### src/rtl/core/pomsm_pkg.sv
// Package for the open-mode serial register-bus master.
// Holds the field widths, reset constants and the result record.
// No dependencies.
package pomsm_pkg;

  localparam int DEF_ADDR_BITS  = 6;
  localparam int DEF_DATA_BITS  = 24;
  localparam int FIELD_BITS     = 24;   // write_data and read_data port width
  localparam int HP_BITS        = 8;
  localparam logic [HP_BITS-1:0] HALF_PERIOD_RESET = 8'd2;

  typedef struct packed {
    logic                  csn;
    logic                  sck;
    logic                  mosi;
    logic                  busy_res;
    logic                  done_res;
    logic [FIELD_BITS-1:0] read_data;
  } pomsm_result_t;

endpackage

### src/rtl/core/pll_open_mode_spi_master_unit.sv
// Open-mode serial register-bus master: one input transaction per clock tick
// of the serial engine, one result transaction per input transaction.
// Input accept to result valid: input queue register, then the engine step
// into the result queue register. Throughput: 1 transaction per cycle unless
// stalled, set by the single-step frame engine between two 2-entry queues.
// Reset (rst, synchronous): queues empty, frame idle, half_period = 2.
module pll_open_mode_spi_master_unit
  import pomsm_pkg::*;
#(
  parameter int ADDR_BITS = DEF_ADDR_BITS,
  parameter int DATA_BITS = DEF_DATA_BITS
) (
  input  logic                  clk,
  input  logic                  rst,
  input  logic                  cfg_wr_en,
  input  logic [HP_BITS-1:0]    cfg_wr_data,
  input  logic                  in_valid,
  output logic                  in_stall,
  input  logic                  start_req,
  input  logic                  op,
  input  logic [ADDR_BITS-1:0]  address,
  input  logic [FIELD_BITS-1:0] write_data,
  input  logic                  miso,
  output logic                  out_valid,
  input  logic                  out_stall,
  output logic                  csn,
  output logic                  sck,
  output logic                  mosi,
  output logic                  busy_res,
  output logic                  done_res,
  output logic [FIELD_BITS-1:0] read_data
);

  localparam int FRAME_BITS = 1 + ADDR_BITS + DATA_BITS;
  localparam int RES_W      = $bits(pomsm_result_t);

  logic                  item_valid;
  logic                  item_ready;
  logic                  item_start;
  logic [FRAME_BITS-1:0] item_word;
  logic                  item_miso;
  logic                  res_valid;
  logic                  res_ready;
  pomsm_result_t         res;
  pomsm_result_t         res_q;
  logic [RES_W-1:0]      res_q_bits;

  pomsm_front #(
    .ADDR_BITS(ADDR_BITS),
    .DATA_BITS(DATA_BITS)
  ) u_front (
    .clk        (clk),
    .rst        (rst),
    .in_valid   (in_valid),
    .in_stall   (in_stall),
    .start_req  (start_req),
    .op         (op),
    .address    (address),
    .write_data (write_data),
    .miso       (miso),
    .item_valid (item_valid),
    .item_ready (item_ready),
    .item_start (item_start),
    .item_word  (item_word),
    .item_miso  (item_miso)
  );

  pomsm_engine #(
    .ADDR_BITS(ADDR_BITS),
    .DATA_BITS(DATA_BITS)
  ) u_engine (
    .clk         (clk),
    .rst         (rst),
    .cfg_wr_en   (cfg_wr_en),
    .cfg_wr_data (cfg_wr_data),
    .item_valid  (item_valid),
    .item_ready  (item_ready),
    .item_start  (item_start),
    .item_word   (item_word),
    .item_miso   (item_miso),
    .res_valid   (res_valid),
    .res_ready   (res_ready),
    .res         (res)
  );

  pomsm_fifo #(
    .WIDTH(RES_W)
  ) u_res_queue (
    .clk      (clk),
    .rst      (rst),
    .wr_valid (res_valid),
    .wr_ready (res_ready),
    .wr_data  (res),
    .rd_valid (out_valid),
    .rd_ready (~out_stall),
    .rd_data  (res_q_bits)
  );

  assign res_q     = pomsm_result_t'(res_q_bits);
  assign csn       = res_q.csn;
  assign sck       = res_q.sck;
  assign mosi      = res_q.mosi;
  assign busy_res  = res_q.busy_res;
  assign done_res  = res_q.done_res;
  assign read_data = res_q.read_data;

endmodule

### src/rtl/core/pomsm_fifo.sv
// Two-entry queue with valid/ready on both sides.
// Used between front and engine and on the result side. Uses no package items.
module pomsm_fifo #(
  parameter int WIDTH = 8
) (
  input  logic             clk,
  input  logic             rst,
  input  logic             wr_valid,
  output logic             wr_ready,
  input  logic [WIDTH-1:0] wr_data,
  output logic             rd_valid,
  input  logic             rd_ready,
  output logic [WIDTH-1:0] rd_data
);

  logic [WIDTH-1:0] mem [2];
  logic             wr_ptr;
  logic             rd_ptr;
  logic [1:0]       count;
  logic             push;
  logic             pop;

  assign wr_ready = (count != 2'd2);
  assign rd_valid = (count != 2'd0);
  assign rd_data  = mem[rd_ptr];
  assign push     = wr_valid && wr_ready;
  assign pop      = rd_valid && rd_ready;

  always_ff @(posedge clk) begin
    if (push) begin
      mem[wr_ptr] <= wr_data;
    end
  end

  always_ff @(posedge clk) begin
    if (rst) begin
      wr_ptr <= 1'b0;
      rd_ptr <= 1'b0;
      count  <= 2'd0;
    end else begin
      if (push) begin
        wr_ptr <= ~wr_ptr;
      end
      if (pop) begin
        rd_ptr <= ~rd_ptr;
      end
      case ({push, pop})
        2'b10:   count <= count + 2'd1;
        2'b01:   count <= count - 2'd1;
        default: count <= count;
      endcase
    end
  end

endmodule

### src/rtl/core/pomsm_front.sv
// Front end: takes input transactions, builds the frame word for each one and
// queues it for the engine. Depends on pomsm_pkg, pomsm_fifo.
module pomsm_front
  import pomsm_pkg::*;
#(
  parameter int ADDR_BITS = DEF_ADDR_BITS,
  parameter int DATA_BITS = DEF_DATA_BITS
) (
  input  logic                          clk,
  input  logic                          rst,
  input  logic                          in_valid,
  output logic                          in_stall,
  input  logic                          start_req,
  input  logic                          op,
  input  logic [ADDR_BITS-1:0]          address,
  input  logic [FIELD_BITS-1:0]         write_data,
  input  logic                          miso,
  output logic                          item_valid,
  input  logic                          item_ready,
  output logic                          item_start,
  output logic [ADDR_BITS+DATA_BITS:0]  item_word,
  output logic                          item_miso
);

  localparam int FRAME_BITS = 1 + ADDR_BITS + DATA_BITS;
  localparam int EXT_W      = (DATA_BITS > FIELD_BITS) ? DATA_BITS : FIELD_BITS;
  localparam int Q_W        = FRAME_BITS + 2;

  logic                  in_ready;
  logic [EXT_W-1:0]      data_ext;
  logic [DATA_BITS-1:0]  data_field;
  logic [FRAME_BITS-1:0] word;
  logic [Q_W-1:0]        q_in;
  logic [Q_W-1:0]        q_out;

  always_comb begin
    data_ext   = EXT_W'(write_data);
    data_field = op ? '0 : data_ext[DATA_BITS-1:0];
    word       = {op, address, data_field};
    q_in       = {start_req, word, miso};
  end

  assign in_stall = ~in_ready;

  pomsm_fifo #(
    .WIDTH(Q_W)
  ) u_queue (
    .clk      (clk),
    .rst      (rst),
    .wr_valid (in_valid),
    .wr_ready (in_ready),
    .wr_data  (q_in),
    .rd_valid (item_valid),
    .rd_ready (item_ready),
    .rd_data  (q_out)
  );

  assign item_start = q_out[Q_W-1];
  assign item_word  = q_out[Q_W-2:1];
  assign item_miso  = q_out[0];

endmodule

### src/rtl/core/pomsm_engine.sv
// Back end: the serial frame engine, one tick per queued transaction.
// Holds half_period and all frame state. Depends on pomsm_pkg.
module pomsm_engine
  import pomsm_pkg::*;
#(
  parameter int ADDR_BITS = DEF_ADDR_BITS,
  parameter int DATA_BITS = DEF_DATA_BITS
) (
  input  logic                          clk,
  input  logic                          rst,
  input  logic                          cfg_wr_en,
  input  logic [HP_BITS-1:0]            cfg_wr_data,
  input  logic                          item_valid,
  output logic                          item_ready,
  input  logic                          item_start,
  input  logic [ADDR_BITS+DATA_BITS:0]  item_word,
  input  logic                          item_miso,
  output logic                          res_valid,
  input  logic                          res_ready,
  output pomsm_result_t                 res
);

  localparam int FRAME_BITS = 1 + ADDR_BITS + DATA_BITS;
  localparam int DATA_START = 1 + ADDR_BITS;
  localparam int BP_W       = $clog2(FRAME_BITS + 1);
  localparam int EXT_W      = (DATA_BITS > FIELD_BITS) ? DATA_BITS : FIELD_BITS;

  logic [HP_BITS-1:0]    half_period;
  logic                  frame_active, frame_active_next;
  logic                  is_read, is_read_next;
  logic [BP_W-1:0]       bit_position, bit_position_next;
  logic                  clock_high_phase, clock_high_phase_next;
  logic [HP_BITS-1:0]    tick_count, tick_count_next;
  logic [FRAME_BITS-1:0] out_shift, out_shift_next;
  logic [DATA_BITS-1:0]  in_shift, in_shift_next;
  logic [FIELD_BITS-1:0] read_hold, read_hold_next;
  logic [HP_BITS-1:0]    hp;
  logic [HP_BITS-1:0]    tick_inc;
  logic [EXT_W-1:0]      in_ext;
  logic                  done;
  logic                  fire;

  assign item_ready = res_ready;
  assign res_valid  = item_valid;
  assign fire       = item_valid && res_ready;

  always_comb begin
    hp                    = (half_period == '0) ? HP_BITS'(1) : half_period;
    tick_inc              = tick_count + HP_BITS'(1);
    in_ext                = EXT_W'(in_shift);
    frame_active_next     = frame_active;
    is_read_next          = is_read;
    bit_position_next     = bit_position;
    clock_high_phase_next = clock_high_phase;
    tick_count_next       = tick_count;
    out_shift_next        = out_shift;
    in_shift_next         = in_shift;
    read_hold_next        = read_hold;
    done                  = 1'b0;
    if (!frame_active) begin
      if (item_start) begin
        out_shift_next        = item_word;
        is_read_next          = item_word[FRAME_BITS-1];
        frame_active_next     = 1'b1;
        bit_position_next     = '0;
        clock_high_phase_next = 1'b0;
        tick_count_next       = '0;
        in_shift_next         = '0;
      end
    end else begin
      tick_count_next = tick_inc;
      if (tick_inc >= hp) begin
        tick_count_next = '0;
        if (!clock_high_phase) begin
          clock_high_phase_next = 1'b1;
          if (is_read && bit_position >= BP_W'(DATA_START) &&
              bit_position < BP_W'(FRAME_BITS)) begin
            in_shift_next = {in_shift[DATA_BITS-2:0], item_miso};
          end
        end else begin
          clock_high_phase_next = 1'b0;
          bit_position_next     = bit_position + BP_W'(1);
          // the next bit moves up to the MSB, which drives mosi
          out_shift_next        = out_shift << 1;
          if (bit_position == BP_W'(FRAME_BITS)) begin
            frame_active_next = 1'b0;
            bit_position_next = '0;
            done              = 1'b1;
            if (is_read) begin
              read_hold_next = in_ext[FIELD_BITS-1:0];
            end
          end
        end
      end
    end
  end

  always_comb begin
    res.csn       = frame_active_next;
    res.sck       = frame_active_next && clock_high_phase_next;
    res.mosi      = frame_active_next && (bit_position_next < BP_W'(FRAME_BITS)) &&
                    out_shift_next[FRAME_BITS-1];
    res.busy_res  = frame_active_next;
    res.done_res  = done;
    res.read_data = read_hold_next;
  end

  always_ff @(posedge clk) begin
    if (rst) begin
      half_period <= HALF_PERIOD_RESET;
    end else if (cfg_wr_en) begin
      half_period <= cfg_wr_data;
    end
  end

  always_ff @(posedge clk) begin
    if (rst) begin
      frame_active     <= 1'b0;
      is_read          <= 1'b0;
      bit_position     <= '0;
      clock_high_phase <= 1'b0;
      tick_count       <= '0;
      read_hold        <= '0;
    end else if (fire) begin
      frame_active     <= frame_active_next;
      is_read          <= is_read_next;
      bit_position     <= bit_position_next;
      clock_high_phase <= clock_high_phase_next;
      tick_count       <= tick_count_next;
      read_hold        <= read_hold_next;
    end
  end

  always_ff @(posedge clk) begin
    if (fire) begin
      out_shift <= out_shift_next;
      in_shift  <= in_shift_next;
    end
  end

`ifndef SYNTHESIS
  a_idle_clean: assert property (@(posedge clk) disable iff (rst)
    !frame_active |-> (bit_position == '0 && !clock_high_phase))
    else $error("idle engine holds a stale bit position or clock phase");

  a_pos_range: assert property (@(posedge clk) disable iff (rst)
    frame_active |-> (bit_position <= BP_W'(FRAME_BITS)))
    else $error("bit position ran past the final clock pulse");

  a_start_load: assert property (@(posedge clk) disable iff (rst)
    (fire && !frame_active && item_start) |=> (frame_active && tick_count == '0))
    else $error("start request did not open a frame");

  a_hold_read: assert property (@(posedge clk) disable iff (rst)
    (fire && !done) |=> $stable(read_hold))
    else $error("read word changed outside the end of a frame");
`endif

endmodule
### config.mk
export PLATFORM = sky130hd
export DESIGN_NAME = pll_open_mode_spi_master_unit
export DESIGN_NICKNAME = d
export VERILOG_FILES = /design/src/rtl/core/pomsm_pkg.sv /design/src/rtl/core/pll_open_mode_spi_master_unit.sv /design/src/rtl/core/pomsm_fifo.sv /design/src/rtl/core/pomsm_front.sv /design/src/rtl/core/pomsm_engine.sv
export SDC_FILE = /design/constraint.sdc
export NUM_CORES = 1
export LEC_CHECK = 0
export BUFFER_PORTS_ARGS = -buffer_cell sky130_fd_sc_hd__buf_4
export CAP_MARGIN = 20
export CORE_UTILIZATION = 39
export DETAILED_ROUTE_END_ITERATION = 16
export PLACE_DENSITY = 0.64
export SYNTH_ARGS = -nofsm -noshare
export SYNTH_HDL_FRONTEND = slang
export SYNTH_SLANG_ARGS = --single-unit
### constraint.sdc
create_clock -name clk -period 4.45 [get_ports clk]
set_clock_uncertainty 0.1 [all_clocks]
set_input_delay 0.89 -clock clk [delete_from_list [all_inputs] [get_ports clk]]
set_output_delay 0.89 -clock clk [all_outputs]
set_load 0.01 [all_outputs]
==> results.md <==
* Post-CTS Resized at 0
* Minimum clock period after layout at 3570 ps
* FILL cells at 2202
* Part of the total power dissipated in the clock network at ~30%
* Ant diodes at 0
* Critical path cell sequence: nand3_1 > or2_2 > nor2_1 > xor2_1 > ha_1 > nand2_1 > a211o_1 > o21a_1 > nor2_2 > buf_4 > a32oi_1 > o211a_1
* Number of enable flip-flop cells after synthesis at approximately 180
* Classification of the worst-slack hold path: flip-flop to flip-flop
* Number of synthesis warnings at 0
* Cell with the biggest individual delay on the critical path: sky130_fd_sc_hd__dfxtp_1
* I/O pins at 77
* Critical Setup Path Class: flip-flop to flip-flop
* Global-route total usage across every layer at 13.9%
* Number of rows in the core area at 57
* Initial standard-cell utilization of the core at 39.8%
* Total wirelength of the detailed-routed design at about 18000 um
* GPL Wtd Cong at 0.783
* Buffer depth of the longest clock path at 3
* Master cell of the clock root buffer: sky130_fd_sc_hd__clkbuf_16
* Netlist area before placement at 0.00972 mm^2
* Post-route setup TNS at 0 ps
* Proportion of layout cells with a drive suffix above 1 at 22.7%
* Met3 Wirelength at 726 um
* Setup WS post-layout at approximately 880 ps
* Worst Hold Slack at approximately 350 ps
* Required time of the critical path at roughly 4600 ps
* Number of antenna-violating nets in the routed design at 0
* Synth-to-Final Area Change at 17.5%
* Clock-pin transition on the worst setup and hold timing paths at around 60 ps
* Count of TritonRoute iterations in the first routing pass at 5
* Post-synthesis sequential area ratio at 66.6%
* Met2 wire length at 8410 um
* DRC errors left at 0
* Clock Latency Late Sink at 500 ps
* Startpoint of the worst-slack reg-to-reg timing path: u_engine.tick_count[2]
* HPWL after detailed placement at 10400 um
* First-pass GRT wire length at 29100 um
* Net switching share of the total power at 27.2%
* Number of input and output port buffers inserted at 76
* Syn avg cell area at 13.4 um^2
* Number of storage elements in the synthesis netlist at 235
* Maximum vdd drop at 0.322 mV
* Number of instances in the synthesized netlist at between 700 and 800
* Number of buffers inserted to repair setup after CTS at 0
* Clock sinks at 235
* Proportion of synthesized flip-flops having asynchronous set or reset at 0%
* Setup repair after global routing missed its margin: no
* Count of cell types in the netlist at between 50 and 60
* Via Count at 5631
* Most used flip-flop cell after synthesis: sky130_fd_sc_hd__edfxtp_1
* Place WS at ~920 ps
* Maximum number of pins on one net before global-route repair at between 50 and 60
* Power per cell area at 578 mW/mm^2
* Largest fanout of any net on the critical path at 33
* Met1 Routed Length at 8180 um
* H-tree levels at 1
* Total Die Area at about 0.026 mm^2
* Number of nets at the end of the flow at about 860
* Internal Dissipation at 4.81 mW
* Largest incremental delay on the critical path at 420 ps
* P_leak at 4.11 nW
* Final worst-path cycle share at between 80% and 90%
* Via/cell ratio at roughly 5
* Sw power at 1.80 mW
* Relative contribution of combinational cells to total power at ~23%
* Sequential share of power at 47.2%
* Final setup violating endpoints at 0
* Worst Tran Pin Value at 1020 ps
* Die X at 160 um
* Number of DRC markers after the initial detailed-route iteration at 260
* Hold Violations, Final at 0
* Capturing element type of the critical path: flip-flop
* Count of final max-slew check failures at 0
* Post-cts hold buffer count at 0
* Worst Hold Launch: u_engine.read_hold[1]
* Highest achievable clock rate at between 0.2 and 0.3 GHz
* Highest metal layer with signal wires: met4
* Core outline area at 0.0244 mm^2
* Chip Height at 160 um
* Result of the run: completed
* CTS tree: built
* Synthesized net count at just under 800
* Relative slew margins at a little under a third
* Critical path launch point type: flip-flop
* Launch point of the worst path: u_engine.tick_count[2]
* MaxCap Viol Count at 0
* Initial antenna violation count at 0
* Data arrival at the endpoint of the critical path at 3710 ps
* Routed len/inst at 15.4 um
* Vias in the first global route at 5665
* Leftover overflow at the end of global routing at 0
* Number of buffers created by CTS at 25
metal layers:
layer | vias to the layer above | GRT usage, %
met2 | 106 | 23.9
met4 | 0 | 3.12
met3 | 23 | 2.57
met5 | - | 0
li1 | 2788 | -
met1 | 2714 | 18.3
kinds of logic (layout without fill, tap and decap cells):
family | Yosys count | in the layout | share of synthesized area, %
adder cells (fa/ha/maj) | 13 | 13 | 1.67
flip-flops | 235 | 235 | 66.6
multiplexers | 93 | 93 | 10.3
AND/OR/NAND/NOR | 214 | 214 | 10.8
buffers and inverters | 53 | 150 | 2.63
AO/OA/AOI/OAI | 103 | 103 | 6.62
XOR/XNOR | 15 | 15 | 1.35
worst paths after layout:
kind / to / slack [ps] / cells past startpoint
setup / recovery: u_res_queue.mem[0][26] / 880 / 12
setup reg to reg: u_res_queue.mem[0][26] / 880 / 12
hold / removal: u_engine.read_hold[1] / 350 / 2
hold reg to reg: u_engine.read_hold[1] / 350 / 2
stage by stage:
step / cells / power [mW] / area [um^2] / utilization, %
2_1_floorplan: 726 / 4.09 / 9720 / -
3_3_place_gp: 1102 / 4.68 / 10600 / 43.6
3_5_place_dp: 1102 / 4.71 / 10600 / 43.6
4_1_cts: 1147 / 6.70 / 11400 / 46.8
5_1_grt: 1147 / 6.93 / 11400 / 46.8
6_report: 1147 / 6.61 / 11400 / 46.8
layout by cell type, fill, tap and decap left out, types with 6 or more instances in the layout:
cell and n:
sky130_fd_sc_hd__inv_1 12, sky130_fd_sc_hd__nand2_2 10, sky130_fd_sc_hd__edfxtp_1 177, sky130_fd_sc_hd__nor2b_1 25, sky130_fd_sc_hd__nor2_1 29, sky130_fd_sc_hd__o21ai_1 21, sky130_fd_sc_hd__and2_1 26, sky130_fd_sc_hd__and3_1 6
sky130_fd_sc_hd__nand2_1 84, sky130_fd_sc_hd__nand4_1 6, sky130_fd_sc_hd__a21oi_2 11, sky130_fd_sc_hd__a21oi_1 23, sky130_fd_sc_hd__ha_1 13, sky130_fd_sc_hd__xor2_1 6, sky130_fd_sc_hd__xnor2_1 9, sky130_fd_sc_hd__buf_4 90
sky130_fd_sc_hd__mux2_2 32, sky130_fd_sc_hd__mux2_1 20, sky130_fd_sc_hd__nor3_1 6, sky130_fd_sc_hd__clkbuf_1 14, sky130_fd_sc_hd__clkbuf_16 25, sky130_fd_sc_hd__o21ai_0 21, sky130_fd_sc_hd__dfxtp_1 57, sky130_fd_sc_hd__mux2i_1 40
area by class of cell:
class | count | area (um^2) | share of cell area [%]
flip-flops and latches | 235 | 6480 | 56.7
multi-input cells | 438 | 3010 | 26.4
clock buffers | 41 | 706 | 6.18
repair buffers | 91 | 696 | 6.09
well taps | 324 | 405 | 3.55
clock inverters | 4 | 70.1 | 0.614
inverters | 14 | 52.6 | 0.460
power groups by stage:
stage	logic [mW]	clock network [mW]	registers, mW
after floorplan	0.963	0	3.12
after global placement	1.53	0	3.15
after detailed placement	1.55	0	3.16
after CTS	1.55	2.02	3.12
after global routing	1.66	2.10	3.17
final	1.52	1.97	3.12
worst max-delay path: cells and delay by family (launching register included):
kind | cells | cell delay [ps]
AOI/OAI and AO/OA | 4 | 1070
xor gates and xnor gates | 1 | 110
adders and majority gates | 1 | 310
buffers and inverters | 1 | 340
DFF | 1 | 420
and+or+nand+nor | 5 | 950
state kept, by name, indices dropped and copies added (netlist names), named ones only:
signal                     count
u_engine.out_shift            31
u_engine.half_period           8
u_engine.bit_position          5
u_res_queue.rd_ptr             1
u_res_queue.wr_ptr             1
u_res_queue.mem               56
u_front.u_queue.rd_ptr         1
u_engine.is_read               1
u_front.u_queue.wr_ptr         1
u_engine.read_hold            24
u_engine.clock_high_phase      1
u_front.u_queue.mem           66
u_engine.frame_active          1
u_res_queue.count              2
u_front.u_queue.count          2
u_engine.tick_count            8
u_engine.in_ext               24
cells in the mapped netlist, types with 4 or more instances:
library cell | number | area share, %
sky130_fd_sc_hd__edfxtp_1 | 177 | 55
sky130_fd_sc_hd__nand2_1 | 84 | 3.2
sky130_fd_sc_hd__dfxtp_1 | 58 | 12
sky130_fd_sc_hd__mux2i_1 | 40 | 4.1
sky130_fd_sc_hd__mux2_2 | 32 | 3.7
sky130_fd_sc_hd__nor2_1 | 31 | 1.2
sky130_fd_sc_hd__and2_1 | 26 | 1.7
sky130_fd_sc_hd__a21oi_1 | 25 | 1.3
sky130_fd_sc_hd__nor2b_1 | 25 | 1.6
sky130_fd_sc_hd__clkbuf_1 | 23 | 0.89
sky130_fd_sc_hd__o21ai_0 | 21 | 1.1
sky130_fd_sc_hd__o21ai_1 | 21 | 1.1
sky130_fd_sc_hd__mux2_1 | 20 | 2.3
sky130_fd_sc_hd__ha_1 | 13 | 1.7
sky130_fd_sc_hd__inv_1 | 12 | 0.46
sky130_fd_sc_hd__a21oi_2 | 10 | 0.90
sky130_fd_sc_hd__nand2_2 | 10 | 0.64
sky130_fd_sc_hd__xnor2_1 | 9 | 0.81
sky130_fd_sc_hd__and3_1 | 6 | 0.39
sky130_fd_sc_hd__buf_2 | 6 | 0.31
sky130_fd_sc_hd__nand4_1 | 6 | 0.39
sky130_fd_sc_hd__nor3_1 | 6 | 0.31
sky130_fd_sc_hd__xor2_1 | 6 | 0.54
sky130_fd_sc_hd__buf_6 | 5 | 0.58
sky130_fd_sc_hd__nand3_1 | 5 | 0.26
sky130_fd_sc_hd__nand2b_1 | 4 | 0.26
sky130_fd_sc_hd__or3_1 | 4 | 0.26
Power figures use the tool's default switching activity.
